File: src/sv/fwas_pkg.sv
`timescale 1ns / 1ps
// Shared types and constants for the FIFO with adjacent swap.
package fwas_pkg;

    localparam int VAL_W = 5;   // stored entry and value fields
    localparam int CMD_W = 2;
    localparam int POS_W = 5;
    localparam int ST_W  = 2;

    typedef enum logic [CMD_W-1:0] {
        CMD_PUSH = 2'd0,
        CMD_POP  = 2'd1,
        CMD_SWAP = 2'd2,
        CMD_READ = 2'd3
    } t_cmd;

    typedef enum logic [ST_W-1:0] {
        ST_OK     = 2'd0,
        ST_FULL   = 2'd1,
        ST_EMPTY  = 2'd2,
        ST_BADPOS = 2'd3
    } t_status;

    // controller -> datapath
    typedef struct packed {
        logic latch;     // capture input word
        logic exec;      // check and run push / pop, start reads
        logic wr_a;      // swap, first write
        logic wr_b;      // swap, second write
        logic rd_head;   // read head entry, capture read result
        logic load;      // load output register
    } t_dp_cmd;

    // datapath -> controller
    typedef struct packed {
        t_cmd cmd;
        logic op_ok;
    } t_dp_stat;

endpackage

File: src/sv/fwas_ram.sv
`timescale 1ns / 1ps
// Generic RAM: one write port, two registered read ports.
module fwas_ram #(
    parameter int WIDTH = 5,
    parameter int DEPTH = 16
) (
    input  logic                     i_clk,
    input  logic                     i_we,
    input  logic [$clog2(DEPTH)-1:0] i_waddr,
    input  logic [WIDTH-1:0]         i_wdata,
    input  logic [$clog2(DEPTH)-1:0] i_raddr_a,
    output logic [WIDTH-1:0]         o_rdata_a,
    input  logic [$clog2(DEPTH)-1:0] i_raddr_b,
    output logic [WIDTH-1:0]         o_rdata_b
);

    logic [WIDTH-1:0] r_mem [DEPTH];

    always_ff @(posedge i_clk) begin
        if (i_we) begin
            r_mem[i_waddr] <= i_wdata;
        end
        o_rdata_a <= r_mem[i_raddr_a];
        o_rdata_b <= r_mem[i_raddr_b];
    end

endmodule

File: src/sv/fwas_ctrl.sv
`timescale 1ns / 1ps
// Sequencer for the FIFO with adjacent swap: handshakes and step order.
module fwas_ctrl
    import fwas_pkg::*;
(
    input  logic     i_clk,
    input  logic     i_rst_n,
    input  logic     i_valid,
    output logic     o_ready,
    output logic     o_valid,
    input  logic     i_ready,
    input  t_dp_stat i_stat,
    output t_dp_cmd  o_cmd
);

    typedef enum logic [5:0] {
        S_IDLE  = 6'b000001,
        S_EXEC  = 6'b000010,
        S_SWAP1 = 6'b000100,
        S_SWAP2 = 6'b001000,
        S_HEAD  = 6'b010000,
        S_LOAD  = 6'b100000
    } t_state;

    t_state r_state, n_state;
    logic   r_out_valid, n_out_valid;

    always_comb begin
        n_state     = r_state;
        o_cmd       = '0;
        n_out_valid = r_out_valid & ~i_ready;
        unique case (r_state)
            S_IDLE: begin
                if (i_valid) begin
                    o_cmd.latch = 1'b1;
                    n_state     = S_EXEC;
                end
            end
            S_EXEC: begin
                o_cmd.exec = 1'b1;
                if (i_stat.op_ok && i_stat.cmd == CMD_SWAP) begin
                    n_state = S_SWAP1;
                end else begin
                    n_state = S_HEAD;
                end
            end
            S_SWAP1: begin
                o_cmd.wr_a = 1'b1;
                n_state    = S_SWAP2;
            end
            S_SWAP2: begin
                o_cmd.wr_b = 1'b1;
                n_state    = S_HEAD;
            end
            S_HEAD: begin
                o_cmd.rd_head = 1'b1;
                n_state       = S_LOAD;
            end
            S_LOAD: begin
                // wait for room in the output register
                if (!r_out_valid || i_ready) begin
                    o_cmd.load  = 1'b1;
                    n_out_valid = 1'b1;
                    n_state     = S_IDLE;
                end
            end
            default: begin
                n_state = S_IDLE;
            end
        endcase
    end

    always_ff @(posedge i_clk) begin
        if (!i_rst_n) begin
            r_state     <= S_IDLE;
            r_out_valid <= 1'b0;
        end else begin
            r_state     <= n_state;
            r_out_valid <= n_out_valid;
        end
    end

    assign o_ready = (r_state == S_IDLE);
    assign o_valid = r_out_valid;

    a_load_has_room: assert property (@(posedge i_clk) disable iff (!i_rst_n)
        o_cmd.load |-> (!r_out_valid || i_ready))
        else $error("output register overwritten");

    a_accept_to_exec: assert property (@(posedge i_clk) disable iff (!i_rst_n)
        (r_state == S_IDLE && i_valid) |=> (r_state == S_EXEC))
        else $error("accepted word not executed");

    a_out_hold: assert property (@(posedge i_clk) disable iff (!i_rst_n)
        (o_valid && !i_ready) |=> o_valid)
        else $error("output word dropped before accept");

endmodule

File: src/sv/fwas_dp.sv
`timescale 1ns / 1ps
// Datapath: head pointer, count, entry RAM, checks and output register.
module fwas_dp
    import fwas_pkg::*;
#(
    parameter int QUEUE_DEPTH = 16
) (
    input  logic             i_clk,
    input  logic             i_rst_n,
    input  t_dp_cmd          i_cmd,
    output t_dp_stat         o_stat,
    input  logic [CMD_W-1:0] i_in_cmd,
    input  logic [POS_W-1:0] i_position,
    output logic [ST_W-1:0]  o_status,
    output logic [VAL_W-1:0] o_length,
    output logic [VAL_W-1:0] o_head_value,
    output logic [VAL_W-1:0] o_read_value
);

    localparam int IW   = $clog2(QUEUE_DEPTH);
    localparam int CW   = $clog2(QUEUE_DEPTH + 1);
    localparam int CMPW = (CW > POS_W) ? CW : POS_W;
    localparam logic [IW:0]   DEPTH_I = (IW+1)'(QUEUE_DEPTH);
    localparam logic [CW-1:0] DEPTH_C = CW'(QUEUE_DEPTH);

    // ring index of base + off, both below the depth
    function automatic logic [IW-1:0] ring(input logic [IW-1:0] base,
                                           input logic [IW-1:0] off);
        logic [IW:0] sum;
        sum = {1'b0, base} + {1'b0, off};
        if (sum >= DEPTH_I) begin
            sum = sum - DEPTH_I;
        end
        return sum[IW-1:0];
    endfunction

    t_cmd             r_cmd;
    logic [POS_W-1:0] r_pos;
    t_status          r_status;
    logic [IW-1:0]    r_head;
    logic [CW-1:0]    r_count;
    logic [VAL_W-1:0] r_swap;
    logic [VAL_W-1:0] r_read_value;

    logic [CMPW-1:0]  pos_c, pos_m1, cnt_c;
    logic [IW-1:0]    slot_a, slot_b, slot_tail;
    logic             op_ok;
    t_status          fail_code;

    logic             ram_we;
    logic [IW-1:0]    ram_waddr, ram_raddr_a;
    logic [VAL_W-1:0] ram_wdata, ram_rdata_a, ram_rdata_b;

    assign pos_c     = CMPW'(r_pos);
    assign pos_m1    = pos_c - CMPW'(1);
    assign cnt_c     = CMPW'(r_count);
    assign slot_a    = ring(r_head, pos_m1[IW-1:0]);
    assign slot_b    = ring(r_head, pos_c[IW-1:0]);
    assign slot_tail = ring(r_head, r_count[IW-1:0]);

    always_comb begin
        op_ok     = 1'b0;
        fail_code = ST_BADPOS;
        case (r_cmd)
            CMD_PUSH: begin
                op_ok     = (r_count != DEPTH_C);
                fail_code = ST_FULL;
            end
            CMD_POP: begin
                op_ok     = (r_count != '0);
                fail_code = ST_EMPTY;
            end
            CMD_SWAP: op_ok = (r_pos != '0) && (pos_c < cnt_c);
            default:  op_ok = (r_pos != '0) && (pos_c <= cnt_c);
        endcase
    end

    assign o_stat.cmd   = r_cmd;
    assign o_stat.op_ok = op_ok;

    // RAM ports: one write, port A for head / position, port B for the neighbor
    always_comb begin
        ram_we    = 1'b0;
        ram_waddr = slot_tail;
        ram_wdata = VAL_W'(r_count + CW'(1));
        if (i_cmd.exec && r_cmd == CMD_PUSH && op_ok) begin
            ram_we = 1'b1;
        end else if (i_cmd.wr_a) begin
            ram_we    = 1'b1;
            ram_waddr = slot_a;
            ram_wdata = ram_rdata_b;
        end else if (i_cmd.wr_b) begin
            ram_we    = 1'b1;
            ram_waddr = slot_b;
            ram_wdata = r_swap;
        end
    end

    // position read only while executing; head otherwise, so a stalled load
    // keeps seeing the head entry
    assign ram_raddr_a = i_cmd.exec ? slot_a : r_head;

    fwas_ram #(
        .WIDTH (VAL_W),
        .DEPTH (QUEUE_DEPTH)
    ) u_ram (
        .i_clk     (i_clk),
        .i_we      (ram_we),
        .i_waddr   (ram_waddr),
        .i_wdata   (ram_wdata),
        .i_raddr_a (ram_raddr_a),
        .o_rdata_a (ram_rdata_a),
        .i_raddr_b (slot_b),
        .o_rdata_b (ram_rdata_b)
    );

    always_ff @(posedge i_clk) begin
        if (!i_rst_n) begin
            r_head  <= '0;
            r_count <= '0;
        end else if (i_cmd.exec && op_ok) begin
            if (r_cmd == CMD_PUSH) begin
                r_count <= r_count + CW'(1);
            end else if (r_cmd == CMD_POP) begin
                r_head  <= ring(r_head, IW'(1));
                r_count <= r_count - CW'(1);
            end
        end
    end

    always_ff @(posedge i_clk) begin
        if (i_cmd.latch) begin
            r_cmd <= t_cmd'(i_in_cmd);
            r_pos <= i_position;
        end
        if (i_cmd.exec) begin
            r_status <= op_ok ? ST_OK : fail_code;
        end
        if (i_cmd.wr_a) begin
            r_swap <= ram_rdata_a;
        end
        if (i_cmd.rd_head) begin
            r_read_value <= (r_cmd == CMD_READ && r_status == ST_OK) ? ram_rdata_a : '0;
        end
        if (i_cmd.load) begin
            o_status     <= r_status;
            o_length     <= VAL_W'(r_count);
            o_head_value <= (r_count != '0) ? ram_rdata_a : '0;
            o_read_value <= r_read_value;
        end
    end

    a_count_bound: assert property (@(posedge i_clk) disable iff (!i_rst_n)
        r_count <= DEPTH_C)
        else $error("count above depth");

    a_push_count: assert property (@(posedge i_clk) disable iff (!i_rst_n)
        (i_cmd.exec && r_cmd == CMD_PUSH && op_ok) |=> r_count == $past(r_count) + CW'(1))
        else $error("push did not grow queue");

    a_pop_count: assert property (@(posedge i_clk) disable iff (!i_rst_n)
        (i_cmd.exec && r_cmd == CMD_POP && op_ok) |=> r_count == $past(r_count) - CW'(1))
        else $error("pop did not shrink queue");

endmodule

File: src/sv/fifo_with_adjacent_swap.sv
`timescale 1ns / 1ps
// Top level of the bounded ring FIFO with adjacent-entry swap.
//
// A queue of QUEUE_DEPTH entries held in a two-read, one-write RAM, with a
// head pointer and an entry count in flops. Each input word carries a command
// (push, pop, swap position with next, read position) and a 1-based position;
// each command returns exactly one output word with status, length after the
// command, head entry (zero when empty) and, for a good read, the entry read.
// A push stores the new queue length. Push when full, pop when empty and a
// bad position return an error status and leave the queue as it was.
// Rate: one word is taken at a time. Push, pop and read step through accept,
// check/execute, head read and output load before the next accept; a swap
// adds two RAM writes after check/execute, since they share the single write
// port. The output word sits in its own register, so the next input word is
// taken while it waits; the sequencer holds only if a new result is ready
// before the previous one was taken. The RAM needs no clearing after reset.
module fifo_with_adjacent_swap
    import fwas_pkg::*;
#(
    parameter int QUEUE_DEPTH = 16
) (
    input  logic             i_clk,
    input  logic             i_rst_n,
    input  logic             i_valid,
    output logic             o_ready,
    input  logic [CMD_W-1:0] i_cmd,
    input  logic [POS_W-1:0] i_position,
    output logic             o_valid,
    input  logic             i_ready,
    output logic [ST_W-1:0]  o_status,
    output logic [VAL_W-1:0] o_length,
    output logic [VAL_W-1:0] o_head_value,
    output logic [VAL_W-1:0] o_read_value
);

    t_dp_cmd  dp_cmd;
    t_dp_stat dp_stat;

    // sequencer: input and output handshakes, step order
    fwas_ctrl u_ctrl (
        .i_clk   (i_clk),
        .i_rst_n (i_rst_n),
        .i_valid (i_valid),
        .o_ready (o_ready),
        .o_valid (o_valid),
        .i_ready (i_ready),
        .i_stat  (dp_stat),
        .o_cmd   (dp_cmd)
    );

    // queue state, entry RAM and output word
    fwas_dp #(
        .QUEUE_DEPTH (QUEUE_DEPTH)
    ) u_dp (
        .i_clk        (i_clk),
        .i_rst_n      (i_rst_n),
        .i_cmd        (dp_cmd),
        .o_stat       (dp_stat),
        .i_in_cmd     (i_cmd),
        .i_position   (i_position),
        .o_status     (o_status),
        .o_length     (o_length),
        .o_head_value (o_head_value),
        .o_read_value (o_read_value)
    );

endmodule
File: config.mk
export PLATFORM = sky130hd
export DESIGN_NAME = fifo_with_adjacent_swap
export DESIGN_NICKNAME = d
export VERILOG_FILES = /design/src/sv/fwas_pkg.sv /design/src/sv/fwas_ram.sv /design/src/sv/fwas_ctrl.sv /design/src/sv/fwas_dp.sv /design/src/sv/fifo_with_adjacent_swap.sv
export SDC_FILE = /design/constraint.sdc
export NUM_CORES = 1
export LEC_CHECK = 0
export BUFFER_PORTS_ARGS = -buffer_cell sky130_fd_sc_hd__buf_2
export CAP_MARGIN = 20
export CORE_ASPECT_RATIO = 1.75
export CORE_UTILIZATION = 45
export CTS_CLUSTER_DIAMETER = 30
export CTS_CLUSTER_SIZE = 24
export DETAILED_ROUTE_END_ITERATION = 16
export GPL_TIMING_DRIVEN = 0
export MAX_ROUTING_LAYER = met4
export PLACE_DENSITY_LB_ADDON = 0.3
export SETUP_SLACK_MARGIN = 0.3
export SLEW_MARGIN = 20
export SYNTH_ARGS = -nofsm -noshare
export SYNTH_HDL_FRONTEND = slang
export SYNTH_SLANG_ARGS = --single-unit
File: constraint.sdc
create_clock -name i_clk -period 2.9 [get_ports i_clk]
set_input_delay 0.58 -clock i_clk [delete_from_list [all_inputs] [get_ports i_clk]]
set_output_delay 0.58 -clock i_clk [all_outputs]
set_load 0.005 [all_outputs]
==> impl_metrics.csv <==
group,metric,value,unit
floorplan,die_y,167,µm
worst_hold_path,hold_class,"primary input to flop",
synthesis,synth_top_area_share,49.8,%
cells_and_area,multi_input_area,3200,µm²
sta,fmax,0.339,GHz
floorplan,dieArea,16100,µm²
sta,hold_violations,0,
global_routing,grt_use_met1,24.0,%
cells_and_area,drive_gt1_share,33.0,%
cts,clock_path_buffers,2,
synthesis,yosysTopAreaCell,"edfxtp_1",
synthesis,syn-num-nets,572,
floorplan,ioPinCount,30,
floorplan,start_util,46.6,%
placed_design,hpwl,13.8,mm
flow_run,maxCapViolCount,0,
setup_path,cp-start-kind,"flop",
cells_and_area,regArea,4010,µm²
route,vias,5095,
global_routing,grt_start_max_net_pins,18,
synthesis,synth_top_family_by_area,"compound AO/OA/AOI/OAI gates",
power_and_ir_drop,powerDensity,565,nW/µm²
sta,final.period_utilization,102,%
status,status,"finished, violations left",
cells_and_area,num_antenna_cells,0,
cells_and_area,largest_reg_flops,80,
synthesis,synth_edf_count,116,
global_routing,grt.busiest_layer,"met2",
synthesis,ys_seq_elements,142,
synthesis,synth_area,6990,µm²
setup_path,critical-path-top-delay-family,"simple AND/OR/NAND/NOR gates",
sta,max_slew.worst_pin.slew,916,ps
sta,min_period,2950,ps
synthesis,avgSynthCellArea,13.0,µm²
global_routing,track_usage,26.3,%
synthesis,synth_fa_ha_area_share,4.26,%
setup_path,crit_slowest_cell,"fa_1",
setup_path,critPathCaptureType,"flop",
placed_design,io_buffers,29,
floorplan,rows,59,
power_and_ir_drop,ir_drop,0.000336,V
sta,setup_violations,5,
power_and_ir_drop,power_leakage,0.00307,µW
global_routing,met2_usage,45.3,%
sta,grt_setup_unrepaired,"true",
global_routing,grt_use_met3,3.79,%
synthesis,synth_most_common_cell,"edfxtp_1",
cts,htreeDepth,4,
cts,holdBufCountCts,0,
setup_path,cp_cell_sequence,"inv_2, ha_4, fa_1, and3b_2, and2_4, nor2_4, mux2_4, o221a_1, or4_4",
synthesis,async_flop_share,0,%
global_routing,grt_pass1_vias,5385,
cts,clk_pin_slew,60,ps
cells_and_area,area_delta_synth_final,24.4,%
route,routed_wl,19.3,mm
cells_and_area,final_core_util,58.0,%
cells_and_area,fin_nets,653,
route,drt_first_pass_iters,5,
synthesis,ys_seq_area_share,57.3,%
synthesis,muxShareOfSynthArea,9.42,%
route,drc,0,
route,drtAntennaViolNets,0,
placed_design,place_ws,-327,ps
cells_and_area,largest-register,"u_dp.u_ram.r_mem",
cts,clk_latency,420,ps
synthesis,netlist_instances,539,
synthesis,yosys-top-cells-count,"edfxtp_1, o21ai_0, nor2_1",
global_routing,grt_antenna_before_repair,0,
cts,cts_tree,"built",
route,routedWlPerCell,23.7,µm
power_and_ir_drop,fin_total_pwr,4910,µW
sta,skew,9.59,ps
sta,drv_slew,0,
synthesis,yosys.area_share.xor_xnor,2.88,%
synthesis,synth_area_leaders,"edfxtp_1, dfxtp_1, mux4_2",
setup_path,worstSetupPathType,"flop to flop",
cells_and_area,top_regs,"u_dp.u_ram.r_mem (80), u_ctrl.r_state (6)",
setup_path,cpPeakStageDelay,480,ps
cts,root_buffer,"clkbuf_16",
cells_and_area,fill_cells,1171,
floorplan,core,15000,µm²
floorplan,fp.dieW,96.2,µm
global_routing,grt_overflow_total,0,
cts,cts.sinks,142,
synthesis,synthSimpleGateAreaFrac,11.6,%
placed_design,gp_congestion,0.932,
synthesis,synth_flop_cell,"edfxtp_1",
route,vias_per_cell,6.24,
synthesis,synth-compound-area-share,12.1,%
cts,numCtsBuffers,17,
setup_path,cp_max_fo,6,
synthesis,synth-warning-count,0,
status,violations,"setup timing",
setup_path,crit_buf_inv,1,
sta,max-slew-margin-rel,38.4,%
sta,layout_setup_ws,-50.9,ps
global_routing,grt_pass1_wl,29.1,mm
route,first_iter_violations,353,
setup_path,worstPathArrival,3240,ps
synthesis,synth_cell_types,59,
setup_path,worstPathRequired,3190,ps
path summary, 6_finish.rpt:
kind	slack, ps	cells after the start	to	startpoint
max	-50	9	u_dp.u_ram.o_rdata_a[3]	u_dp.pos_c[0]
min	340	1	u_dp.pos_c[2]	i_position[2]
max reg2reg	-50	9	u_dp.u_ram.o_rdata_a[3]	u_dp.pos_c[0]
min reg2reg	420	0	u_dp.o_read_value[3]	u_dp.r_read_value[3]
worst register-to-register path: cells and delay by family (launching register included):
kind | cells | cell delay (ps)
muxes | 1 | 320
adders and majority gates | 2 | 700
and+or+nand+nor | 4 | 1000
buffers and inverters | 1 | 150
AOI/OAI and AO/OA | 1 | 220
DFF | 1 | 420
cells by family (layout without fill, tap and decap cells):
| family | after synthesis | after routing |
|---|---|---|
| and+or+nand+nor | 150 | 151 |
| muxes | 40 | 40 |
| xor gates and xnor gates | 23 | 23 |
| buffers and inverters | 43 | 136 |
| AOI/OAI and AO/OA | 119 | 119 |
| DFF | 142 | 142 |
| adders and majority gates | 22 | 22 |
repair_timing:
action	in CTS	in global routing
pin swaps	30	12
gates cloned	1	0
setup buffers	21	11
resized for setup	87	37
endpoints found under the setup margin	108	88
through the flow:
step	cell area, µm²	setup TNS (ps)	hold WS (ps)	cells
2_1_floorplan	7020	0	400	539
3_3_place_gp	7400	-16030	402	751
3_5_place_dp	7410	-19610	405	751
4_1_cts	8460	-22.2	320	805
5_1_grt	8700	-501	327	816
6_report	8700	-178	335	816
layout by cell type, fill, tap and decap left out, drive strengths merged, types with 17 or more instances in the layout:
master / Yosys / layout
buf: 7 / 70
edfxtp: 116 / 116
o21ai: 36 / 36
clkbuf: 20 / 37
nand2: 28 / 29
ha: 19 / 19
mux4: 20 / 20
dfxtp: 26 / 26
nand3: 17 / 17
inv: 16 / 21
nor2: 32 / 32
cell type report:
class | count | share of cell area, %
clock buffers | 19 | 5.09
clock inverters | 13 | 1.78
repair buffers | 61 | 4.78
plain buffers | 27 | 2.14
well taps | 183 | 2.63
multi-input cells | 355 | 36.8
inverters | 16 | 0.691
flip-flops and latches | 142 | 46.1
routing by layer:
metal,part of all wire (%),up-vias
met5,0,-
met1,32,2496
met4,8.5,0
met3,4.3,87
li1,-,2266
met2,55,246
report_power, final:
part           switching (µW)  leakage [µW]  internal [µW]
logic                     252       0.00151            198
clock network             898      0.000294           1310
registers                27.3       0.00126           2220
total                    1180       0.00307           3730
Note: power is estimated with default switching activity, not from simulation.
